<file path="src/assert_macros.svh">
// Assertion macros shared by the RTL of the modular inverse block.
// Included by the modules that carry concurrent assertions; no other dependencies.
`ifndef ASSERT_MACROS_SVH
`define ASSERT_MACROS_SVH
`ifndef SYNTH
`define ASSERT_ALWAYS(label, clk, rst, expr) \
   label: assert property (@(posedge clk) disable iff (rst) (expr)) \
      else $error("assertion failed");
`define ASSERT_NEXT(label, clk, rst, pre, post) \
   label: assert property (@(posedge clk) disable iff (rst) (pre) |=> (post)) \
      else $error("assertion failed");
`else
`define ASSERT_ALWAYS(label, clk, rst, expr)
`define ASSERT_NEXT(label, clk, rst, pre, post)
`endif
`endif

</file>
<file path="src/mie_pkg.sv">
// Shared types and constants of the modular inverse block.
// Used by the controller, the datapath and the top level; no dependencies.
`timescale 1ns / 1ps
`default_nettype none
package mie_pkg;

   localparam logic [1:0] ST_OK      = 2'd0;
   localparam logic [1:0] ST_NOINV   = 2'd1;
   localparam logic [1:0] ST_MODZERO = 2'd2;

   typedef struct packed {
      logic load;
      logic up;
      logic down;
      logic norm;
      logic out;
   } cmd_type;

   typedef struct packed {
      logic mod_zero;
      logic curr_zero;
      logic up_ok;
      logic k_zero;
   } status_type;

endpackage
`default_nettype wire

</file>
<file path="src/mie_datapath.sv">
// Datapath of the modular inverse block: remainders, coefficients and result register.
// Depends on mie_pkg for command, status and result codes.
`timescale 1ns / 1ps
`default_nettype none
`include "assert_macros.svh"
module mie_datapath #(
   parameter int WIDTH = 31
) (
   input  wire logic                 clock,
   input  wire logic                 reset,
   input  wire mie_pkg::cmd_type     cmd,
   input  wire logic [WIDTH-1:0]     value,
   input  wire logic [WIDTH-1:0]     modulus,
   output mie_pkg::status_type       status,
   output logic [WIDTH-1:0]          inverse,
   output logic [1:0]                result_status
);

   localparam int KW = (WIDTH > 1) ? $clog2(WIDTH) : 1;
   localparam int CW = WIDTH + 2;

   logic [WIDTH-1:0] rem_prev_ff, rem_prev_in;
   logic [WIDTH-1:0] rem_curr_ff, rem_curr_in;
   logic [CW-1:0]    coef_prev_ff, coef_prev_in;
   logic [CW-1:0]    coef_curr_ff, coef_curr_in;
   logic [WIDTH-1:0] mod_ff, mod_in;
   logic             mod_zero_ff, mod_zero_in;
   logic [KW-1:0]    k_ff, k_in;
   logic [WIDTH-1:0] inv_ff, inv_in;
   logic [1:0]       status_ff, status_in;

   logic [KW:0]      k_inc;
   logic             sub_ok;
   logic [WIDTH-1:0] rem_red;
   logic [CW-1:0]    coef_red;
   logic [CW-1:0]    mod_ext;
   logic [CW-1:0]    coef_wrap;

   always_comb begin
      k_inc    = {1'b0, k_ff} + {{KW{1'b0}}, 1'b1};
      sub_ok   = rem_curr_ff <= (rem_prev_ff >> k_ff);
      rem_red  = sub_ok ? rem_prev_ff - (rem_curr_ff << k_ff) : rem_prev_ff;
      coef_red = sub_ok ? coef_prev_ff - (coef_curr_ff << k_ff) : coef_prev_ff;
      mod_ext  = {2'b00, mod_ff};
      coef_wrap = (coef_prev_ff >= mod_ext) ? coef_prev_ff - mod_ext : coef_prev_ff;

      status.mod_zero  = mod_zero_ff;
      status.curr_zero = rem_curr_ff == '0;
      status.up_ok     = rem_curr_ff <= (rem_prev_ff >> k_inc);
      status.k_zero    = k_ff == '0;
   end

   always_comb begin
      rem_prev_in  = rem_prev_ff;
      rem_curr_in  = rem_curr_ff;
      coef_prev_in = coef_prev_ff;
      coef_curr_in = coef_curr_ff;
      mod_in       = mod_ff;
      mod_zero_in  = mod_zero_ff;
      k_in         = k_ff;
      inv_in       = inv_ff;
      status_in    = status_ff;
      if (cmd.load) begin
         rem_prev_in  = value;
         rem_curr_in  = modulus;
         coef_prev_in = {{(CW-1){1'b0}}, 1'b1};
         coef_curr_in = '0;
         mod_in       = modulus;
         mod_zero_in  = modulus == '0;
         k_in         = '0;
      end
      if (cmd.up) begin
         k_in = k_inc[KW-1:0];
      end
      if (cmd.down) begin
         if (k_ff == '0) begin
            rem_prev_in  = rem_curr_ff;
            rem_curr_in  = rem_red;
            coef_prev_in = coef_curr_ff;
            coef_curr_in = coef_red;
         end else begin
            rem_prev_in  = rem_red;
            coef_prev_in = coef_red;
            k_in         = k_ff - {{(KW-1){1'b0}}, 1'b1};
         end
      end
      if (cmd.norm && coef_prev_ff[CW-1]) begin
         coef_prev_in = coef_prev_ff + mod_ext;
      end
      if (cmd.out) begin
         priority if (mod_zero_ff) begin
            status_in = mie_pkg::ST_MODZERO;
            inv_in    = '0;
         end else if (rem_prev_ff == {{(WIDTH-1){1'b0}}, 1'b1}) begin
            status_in = mie_pkg::ST_OK;
            inv_in    = coef_wrap[WIDTH-1:0];
         end else begin
            status_in = mie_pkg::ST_NOINV;
            inv_in    = '0;
         end
      end
   end

   always_ff @(posedge clock) begin
      if (reset) begin
         rem_prev_ff  <= '0;
         rem_curr_ff  <= '0;
         coef_prev_ff <= '0;
         coef_curr_ff <= '0;
         mod_ff       <= '0;
         inv_ff       <= '0;
         status_ff    <= mie_pkg::ST_OK;
         mod_zero_ff  <= 1'b0;
         k_ff         <= '0;
      end else begin
         rem_prev_ff  <= rem_prev_in;
         rem_curr_ff  <= rem_curr_in;
         coef_prev_ff <= coef_prev_in;
         coef_curr_ff <= coef_curr_in;
         mod_ff       <= mod_in;
         inv_ff       <= inv_in;
         status_ff    <= status_in;
         mod_zero_ff  <= mod_zero_in;
         k_ff         <= k_in;
      end
   end

   assign inverse       = inv_ff;
   assign result_status = status_ff;

   `ASSERT_ALWAYS(a_k_range, clock, reset, k_ff <= KW'(WIDTH - 1))
   `ASSERT_ALWAYS(a_round_rem, clock, reset, !(cmd.down && k_ff == '0) || rem_red < rem_curr_ff)
   `ASSERT_ALWAYS(a_status_code, clock, reset, status_ff <= mie_pkg::ST_MODZERO)

endmodule
`default_nettype wire

</file>
<file path="src/mie_ctrl.sv">
// Controller of the modular inverse block: sequences rounds and owns the handshakes.
// Depends on mie_pkg for the command and status structures.
`timescale 1ns / 1ps
`default_nettype none
`include "assert_macros.svh"
module mie_ctrl (
   input  wire logic                clock,
   input  wire logic                reset,
   input  wire logic                req_tvalid,
   output logic                     req_tready,
   output logic                     rsp_tvalid,
   input  wire logic                rsp_tready,
   input  wire mie_pkg::status_type status,
   output mie_pkg::cmd_type         cmd
);

   typedef enum logic [5:0] {
      S_IDLE   = 6'b000001,
      S_CHECK  = 6'b000010,
      S_UP     = 6'b000100,
      S_DOWN   = 6'b001000,
      S_NORM   = 6'b010000,
      S_RESULT = 6'b100000
   } state_type;

   state_type state_ff, state_in;
   logic      rsp_valid_ff, rsp_valid_in;

   always_comb begin
      state_in   = state_ff;
      cmd        = '0;
      req_tready = 1'b0;
      unique case (state_ff)
         S_IDLE: begin
            req_tready = 1'b1;
            if (req_tvalid) begin
               cmd.load = 1'b1;
               state_in = S_CHECK;
            end
         end
         S_CHECK: begin
            priority if (status.mod_zero) state_in = S_RESULT;
            else if (status.curr_zero)    state_in = S_NORM;
            else                          state_in = S_UP;
         end
         S_UP: begin
            if (status.up_ok) begin
               cmd.up = 1'b1;
            end else begin
               state_in = S_DOWN;
            end
         end
         S_DOWN: begin
            cmd.down = 1'b1;
            if (status.k_zero) begin
               state_in = S_CHECK;
            end
         end
         S_NORM: begin
            cmd.norm = 1'b1;
            state_in = S_RESULT;
         end
         S_RESULT: begin
            if (!rsp_valid_ff || rsp_tready) begin
               cmd.out  = 1'b1;
               state_in = S_IDLE;
            end
         end
         default: state_in = S_IDLE;
      endcase
      rsp_valid_in = cmd.out || (rsp_valid_ff && !rsp_tready);
   end

   always_ff @(posedge clock) begin
      if (reset) begin
         state_ff     <= S_IDLE;
         rsp_valid_ff <= 1'b0;
      end else begin
         state_ff     <= state_in;
         rsp_valid_ff <= rsp_valid_in;
      end
   end

   assign rsp_tvalid = rsp_valid_ff;

   `ASSERT_NEXT(a_accept_check, clock, reset, req_tvalid && req_tready, state_ff == S_CHECK)
   `ASSERT_ALWAYS(a_out_free, clock, reset, !cmd.out || !rsp_valid_ff || rsp_tready)
   `ASSERT_ALWAYS(a_busy_blocks, clock, reset, !(state_ff == S_UP || state_ff == S_DOWN) || !req_tready)

endmodule
`default_nettype wire

</file>
<file path="src/modular_inverse_ext_euclid.sv">
// Top level of the modular inverse block: stream ports, controller and datapath.
// Depends on mie_pkg, mie_ctrl and mie_datapath.
`timescale 1ns / 1ps
`default_nettype none
// Computes the inverse of a value modulo a modulus with the extended Euclidean
// algorithm, one request at a time, and returns one response per request with a
// status of ok, no inverse (gcd not one) or modulus zero. Each Euclid round finds
// its quotient by shift-and-subtract: the divisor is first doubled until it passes
// the dividend, then walked back down, subtracting the remainder and the shifted
// coefficient together, and is followed by a check state. The response sits in an
// output register, so a new request is taken as soon as it has been written.
module modular_inverse_ext_euclid #(
   parameter int WIDTH = 31
) (
   input  wire logic                                 clock,
   input  wire logic                                 reset,
   input  wire logic                                 req_tvalid,
   output logic                                      req_tready,
   // value [WIDTH-1:0], modulus [2*WIDTH-1:WIDTH], zero padding above
   input  wire logic [((2*WIDTH+7)/8)*8-1:0]         req_tdata,
   output logic                                      rsp_tvalid,
   input  wire logic                                 rsp_tready,
   // inverse [WIDTH-1:0], zero padding above
   output logic [((WIDTH+7)/8)*8-1:0]                rsp_tdata,
   // status [1:0]
   output logic [1:0]                                rsp_tuser
);

   mie_pkg::cmd_type    cmd;
   mie_pkg::status_type status;
   logic [WIDTH-1:0]    inverse;

   mie_ctrl u_ctrl (
      .clock      (clock),
      .reset      (reset),
      .req_tvalid (req_tvalid),
      .req_tready (req_tready),
      .rsp_tvalid (rsp_tvalid),
      .rsp_tready (rsp_tready),
      .status     (status),
      .cmd        (cmd)
   );

   mie_datapath #(
      .WIDTH (WIDTH)
   ) u_datapath (
      .clock         (clock),
      .reset         (reset),
      .cmd           (cmd),
      .value         (req_tdata[WIDTH-1:0]),
      .modulus       (req_tdata[2*WIDTH-1:WIDTH]),
      .status        (status),
      .inverse       (inverse),
      .result_status (rsp_tuser)
   );

   always_comb begin
      rsp_tdata              = '0;
      rsp_tdata[WIDTH-1:0]   = inverse;
   end

endmodule
`default_nettype wire
</file>
<file path="config.mk">
export PLATFORM = sky130hd
export DESIGN_NAME = modular_inverse_ext_euclid
export DESIGN_NICKNAME = d
export VERILOG_FILES = /design/src/mie_pkg.sv /design/src/mie_datapath.sv /design/src/mie_ctrl.sv /design/src/modular_inverse_ext_euclid.sv
export VERILOG_INCLUDE_DIRS = /design/src /design/src/src
export SDC_FILE = /design/constraint.sdc
export NUM_CORES = 1
export LEC_CHECK = 0
export BUFFER_PORTS_ARGS = -buffer_cell sky130_fd_sc_hd__buf_2
export CORE_MARGIN = 10
export CORE_UTILIZATION = 40
export CTS_CLUSTER_SIZE = 40
export DETAILED_ROUTE_END_ITERATION = 10
export MAX_ROUTING_LAYER = met4
export PLACE_DENSITY_LB_ADDON = 0.1
export SLEW_MARGIN = 20
export SYNTH_ARGS = -nofsm -noshare
export SYNTH_HDL_FRONTEND = slang
export SYNTH_SLANG_ARGS = --single-unit
export TNS_END_PERCENT = 10
</file>
<file path="constraint.sdc">
create_clock -name clock -period 15.24 [get_ports clock]
set_input_delay 2.286 -clock clock [delete_from_list [all_inputs] [get_ports clock]]
set_output_delay 2.286 -clock clock [all_outputs]
set_load 0.03 [all_outputs]
</file>
After elaboration in Yosys (flattened, before gate mapping)
Cells that the tools add are included.
W data, S select, Z words.
Word-level totals
  output and inout bits: 36
  bits in registers: 205
Cells by class
  $add $sub $neg: 6
  eq/ne operators: 11
  shifts and indexed selects: 4
  reductions and logical operators: 12
  magnitude comparators: 3
  multiplexer cells: 40
Operator list (number)
  $mux W31: 10
  $mux W33: 8
  $le A31 B31 Y1: 2
  $logic_not A31 Y1: 2
  $sub A31 B31 Y31: 2
  $pmux W6 S6: 1
  $add A33 B31 Y33: 1
  $ge A33 B31 Y1: 1
  $shl A33 B5 Y33: 1
  $sub A33 B33 Y33: 1
  $eq A31 B1 Y1 const B: 1
  $shl A31 B5 Y31: 1
  $shr A31 B5 Y31: 1
  $shr A31 B6 Y31: 1
  $mux W6: 5
  $mux W5: 5
  $mux W1: 10
  $add A5 B1 Y6 const B: 1
  $eq A6 B1 Y1 const B: 1
  $eq A6 B2 Y1 const B: 1
  $eq A6 B3 Y1 const B: 1
  $eq A6 B4 Y1 const B: 1
  $eq A6 B5 Y1 const B: 1
  $eq A6 B6 Y1 const B: 1
  11 further kinds: 16

Depth between registers and ports, before layout
  depth after elaboration: 8
  gate-level depth with buffers: 27

By module
Synthesis repeated with hierarchy kept, for this count alone.
Second synthesis, totals
  cell total of the unflattened synthesis: 2955
  area total of the unflattened synthesis: 22232.6 µm²
By module, submodules not included
  mie_datapath: area an instance 21787.1 µm², cells each 2900, times used 1, sequential area each 3963.8 µm²
  mie_ctrl: area an instance 434.2 µm², cells each 53, times used 1, sequential area each 140.1 µm²
  modular_inverse_ext_euclid: area an instance 11.3 µm², cells each 2, times used 1, sequential area each 0.0 µm²

Worst setup path after synthesis
No wires, ideal clock.
  kind: reg-to-reg
  start: register u_datapath.k_ff[0]
  end: register u_datapath.coef_curr_ff[27]
  setup slack: 10.318 ns
  path buffers: 7
  stages on the path, launching flop included: 23
  data required time: 15.112 ns
  arrival: 4.795 ns
  library setup time: 0.128 ns
  cells stage by stage: dfxtp_1 -> buf_4 -> buf_2 -> buf_2 -> buf_2 -> mux4_2 -> and2_1 -> a211oi_1 -> a21oi_1 -> a2bb2oi_1 -> ha_1 -> a21o_1 -> a21o_1 -> a211oi_1 -> nor3_1 -> a2111oi_4 -> or2_1 -> buf_2 -> buf_6 -> buf_6 -> mux2_2 -> a22oi_1 -> nor2_1
Between the ends
  longest elaborated chain between the ends: 5
RTL lines
  start, declared: line mie_datapath.sv:28  | logic [KW-1:0] k_ff, k_in;
  start signal, assigned: line mie_datapath.sv:124  | k_ff <= k_in;
  $shl A33 B5 Y33 or $shr A31 B5 Y31 (tied branches): line mie_datapath.sv:43, mie_datapath.sv:41
  $sub A33 B33 Y33 or $le A31 B31 Y1 (tied branches): line mie_datapath.sv:43, mie_datapath.sv:41
  $mux W33: line mie_datapath.sv:43  | coef_red = sub_ok ? coef_prev_ff - (coef_curr_ff << k_ff) : coef_prev_ff;
  $mux W33 (*): line mie_datapath.sv:76  | if (k_ff == '0) begin
  $mux W33 (*): line mie_datapath.sv:75  | if (cmd.down) begin
  end signal, assigned: line mie_datapath.sv:119  | coef_curr_ff <= coef_curr_in;
  end, declared: line mie_datapath.sv:25  | logic [CW-1:0] coef_curr_ff, coef_curr_in;
Every way passes the cells marked *; elsewhere a longest branch is shown, timed or not.
A chain may end at the register's enable or synchronous reset.

Worst setup path after layout
  start: register u_datapath.k_ff[2]
  end: register u_datapath.coef_prev_ff[12]
Between the ends
  longest elaborated chain between the ends: 6
RTL lines
  $shl A33 B5 Y33 or $shr A31 B5 Y31 (tied branches): line mie_datapath.sv:43, mie_datapath.sv:41
  $sub A33 B33 Y33 or $le A31 B31 Y1 (tied branches): line mie_datapath.sv:43, mie_datapath.sv:41
  $mux W33: line mie_datapath.sv:43
  $mux W33 (*): line mie_datapath.sv:76
  $mux W33 (*): line mie_datapath.sv:75
  $mux W33 (*): line mie_datapath.sv:87  | if (cmd.norm && coef_prev_ff[CW-1]) begin
  end signal, assigned: line mie_datapath.sv:118  | coef_prev_ff <= coef_prev_in;
  end, declared: line mie_datapath.sv:24  | logic [CW-1:0] coef_prev_ff, coef_prev_in;
Marks and branches as above.

==> results.py <==
metrics = {
    "global_routing": {
        "antenna_found_initial": 2,
        "grt_pass1_vias": 22300,
        "grt_max_degree": 68,
        "grtUsageTotal_pct": 30.4,
        "grt.overflow.total": 0,
        "grt_pass1_wl_um": 145000,
    },
    "sta": {
        "setup_viol": 0,
        "timing.max_slew.rel_slack_pct": 16.6,
        "fmax_ghz": 0.145,
        "worst_pin_slew_ns": 1.25,
        "slew_viol_final": 0,
        "timing.hold.ws_ns": 0.448,
        "finalHoldViolCount": 0,
        "setup_tns_ns": 0,
        "rsz0062_at_grt": "false",
        "fin_crit_ns": 6.88,
        "fin_crit_sh_pct": 45.2,
        "finalClockSkew_ns": 0.0263,
    },
    "clock_network": {
        "cts_setup_buffers": 0,
        "root_buffer": "clkbuf_16",
        "cts_hold_buffers": 0,
        "numCtsBuffers": 29,
        "cts_sinks": 205,
        "insertion_delay_ns": 0.61,
        "cts_tree": "done",
        "cts_max_path_buffers": 3,
        "htree_levels": 1,
        "clk_pin_slew_ns": 0.06,
        "post_cts_resized": 0,
    },
    "place": {
        "detailed_place_hpwl_um": 75300,
        "placed_area_sq_um": 22900,
        "portBuffers": 100,
        "gp_congestion": 1.00,
    },
    "detailed_routing": {
        "ant_nets": 0,
        "drt_iter0_markers": 2141,
        "via_per_inst": 6.36,
        "wl_um": 98700,
        "dr.pass1.iters": 6,
        "vias": 23500,
        "wire_per_inst_um": 26.8,
        "drc": 0,
    },
    "synth": {
        "ys_ff_latch": 205,
        "yosysWarningCount": 0,
        "ys_seq_area_share_pct": 18.7,
        "synth_edf_count": 0,
        "synth_fp_nets": 3254,
        "syn_area_sq_um": 21900,
        "avgSynthCellArea_sq_um": 7.33,
        "syn_inst": 2995,
        "ys_async_sr_fraction_pct": 0,
        "ys.flop_type": "dfxtp_1",
        "synth_cell_types": 90,
    },
    "power_and_ir_drop": {
        "seq_power_share_pct": 21.3,
        "power.leakage_nw": 9.85,
        "power_frac_clock_pct": 22.3,
        "p_int_mw": 1.71,
        "p_comb_share_pct": 56.4,
        "p_total_mw": 3.31,
        "power_density_nw_per_um2": 139,
        "switching_share_pct": 48.4,
        "max-vdd-ir-drop_mv": 0.101,
        "switching_power_mw": 1.60,
    },
    "worst_setup_path": {
        "required_ns": 15.73,
        "cp_slowest_cell": "buf_4",
        "crit_path_start_kind": "flip-flop",
        "reg2reg_slack_ns": 8.36,
        "endpoint_kind": "flip-flop",
        "critPathTopFamily": "buffers and inverters",
        "crit_buf_inv": 5,
        "max_stage_delay_ns": 0.70,
        "critical_path_class": "reg2reg",
        "cp_data_arrival_time_ns": 7.37,
        "cp_common_cell": "buf_4",
        "path_cells": "buf_4 -> inv_2 -> buf_4 -> nand2_1 -> o22ai_1 -> nand2_1 -> ha_1 -> nand4_1 -> nor4_1 -> nand3_1 -> o21ai_1 -> buf_4 -> or2_2 -> buf_4 -> mux2i_1 -> o21ai_0 -> a21oi_1 -> a2111oi_0",
        "path_max_fanout": 67,
    },
    "final_layout": {
        "syn_to_final_growth_pct": 8.87,
        "final_cell_mix": "397 x nand2_1, 339 x a21oi_1, 297 x nor2_1",
        "fill_cells": 5597,
        "fin_nets": 3225,
        "final_common_cell": "nand2_1",
        "design_area_sq_um": 23900,
        "drive_gt1_share_pct": 10.3,
    },
    "status": {
        "outcome": "finished, final reports clean",
    },
    "floorplanning": {
        "start_util_pct": 40.6,
        "core_sq_um": 54000,
        "die_h_um": 254,
        "rows": 85,
        "boundaryPins": 104,
        "die_x_um": 254,
        "die-area_sq_um": 64600,
    },
    "flow_run": {
        "cap_violations": 0,
    },
    "hold_path": {
        "hold_class": "reg2reg",
    },
}
[kinds of logic (layout without fill, tap and decap cells)]
family,Yosys count,after routing,share of synthesized area (%)
AO/OA/AOI/OAI,966,966,28.2
XOR/XNOR,105,105,4.19
adder cells (fa/ha/maj),191,191,11.0
buffers and inverters,301,295,5.57
flip-flops,205,205,18.7
multiplexers,179,179,10.7
other,1,2,0.0171
AND/OR/NAND/NOR,1047,1047,21.5
[through the flow]
stage               setup slack [ns]  util, %  instances
floorplan                      10.32        -       2995
global placement                8.46     42.3       3631
global route                    7.94     44.2       3685
CTS                             8.40     44.2       3685
finish                          8.36     44.2       3686
detailed placement              8.38     42.3       3631
[state kept, by name (all words and copies together) (netlist names)]
| signal | count |
|---|---|
| u_ctrl.rsp_tvalid | 1 |
| u_ctrl.state_ff | 6 |
| u_datapath.coef_curr_ff | 33 |
| u_datapath.coef_prev_ff | 33 |
| u_datapath.inverse | 31 |
| u_datapath.k_ff | 5 |
| u_datapath.mod_ff | 31 |
| u_datapath.mod_zero_ff | 1 |
| u_datapath.rem_curr_ff | 31 |
| u_datapath.rem_prev_ff | 31 |
| u_datapath.result_status | 2 |
[routing by layer]
metal | GRT usage [%] | wire length (um) | vias up
met5 | - | 0 | -
met4 | 15.9 | 5980 | 0
met1 | 36.3 | 40100 | 11300
met2 | 49.9 | 46100 | 1004
li1 | - | - | 10900
met3 | 3.59 | 6540 | 232
[worst paths after layout]
kind,from,endpoint,depth (start not counted)
setup / recovery,u_datapath.k_ff[2],u_datapath.coef_prev_ff[12],18
setup reg to reg,u_datapath.k_ff[2],u_datapath.coef_prev_ff[12],18
hold reg to reg,u_datapath.inverse[22],u_datapath.inverse[22],2
hold / removal,u_datapath.inverse[22],u_datapath.inverse[22],2
[tightest hold or removal path: stages, from the launching register on]
cell,delay [ns]
dfxtp_1,0.32
nand2_1,0.04
o21ai_0,0.06
[power by group through the flow]
| stage | logic, mW | registers (mW) | clock network (mW) |
|---|---|---|---|
| after floorplan | 1.34 | 0.645 | 0 |
| after global placement | 1.82 | 0.710 | 0 |
| after detailed placement | 1.83 | 0.711 | 0 |
| after CTS | 1.84 | 0.700 | 0.752 |
| after global routing | 2.04 | 0.707 | 0.773 |
| final | 1.87 | 0.707 | 0.739 |
[cell usage after synthesis (9+ instances only)]
cell	count	share of area [%]
a2111oi_0	10	0.40
a211oi_1	73	2.5
a21o_1	52	1.8
a21oi_1	340	7.8
a221oi_1	18	0.72
a22oi_1	21	0.72
a311oi_1	30	1.2
a31oi_1	44	1.3
and2_1	23	0.66
and3_1	32	0.91
buf_1	21	0.36
buf_2	34	0.78
clkbuf_1	144	2.5
dfxtp_1	205	19
ha_1	187	11
inv_1	91	1.6
mux2_2	22	1.1
mux2i_1	114	5.2
mux4_2	43	4.4
nand2_1	399	6.8
nand2b_1	42	1.2
nand3_1	56	1.3
nand4_1	27	0.77
nor2_1	301	5.1
nor2b_1	33	0.94
nor3_1	56	1.3
nor4_1	35	1.0
o211ai_1	21	0.72
o21a_1	27	0.92
o21ai_0	167	3.8
o21bai_1	25	0.86
o221ai_1	9	0.36
o22a_1	9	0.36
o22ai_1	20	0.57
o31ai_1	18	0.62
xnor2_1	79	3.2
xor2_1	26	1.0
[layout make-up]
type,instances,area (sq um),share of cell area [%]
diodes,1,2.50,0.0105
well taps,696,871,3.65
multi-input cells,2489,16700,69.8
clock buffers,39,803,3.36
clock inverters,15,211,0.885
inverters,93,349,1.46
flip-flops and latches,205,4120,17.2
repair buffers,148,863,3.61
Note: power is estimated with default switching activity, not from simulation.
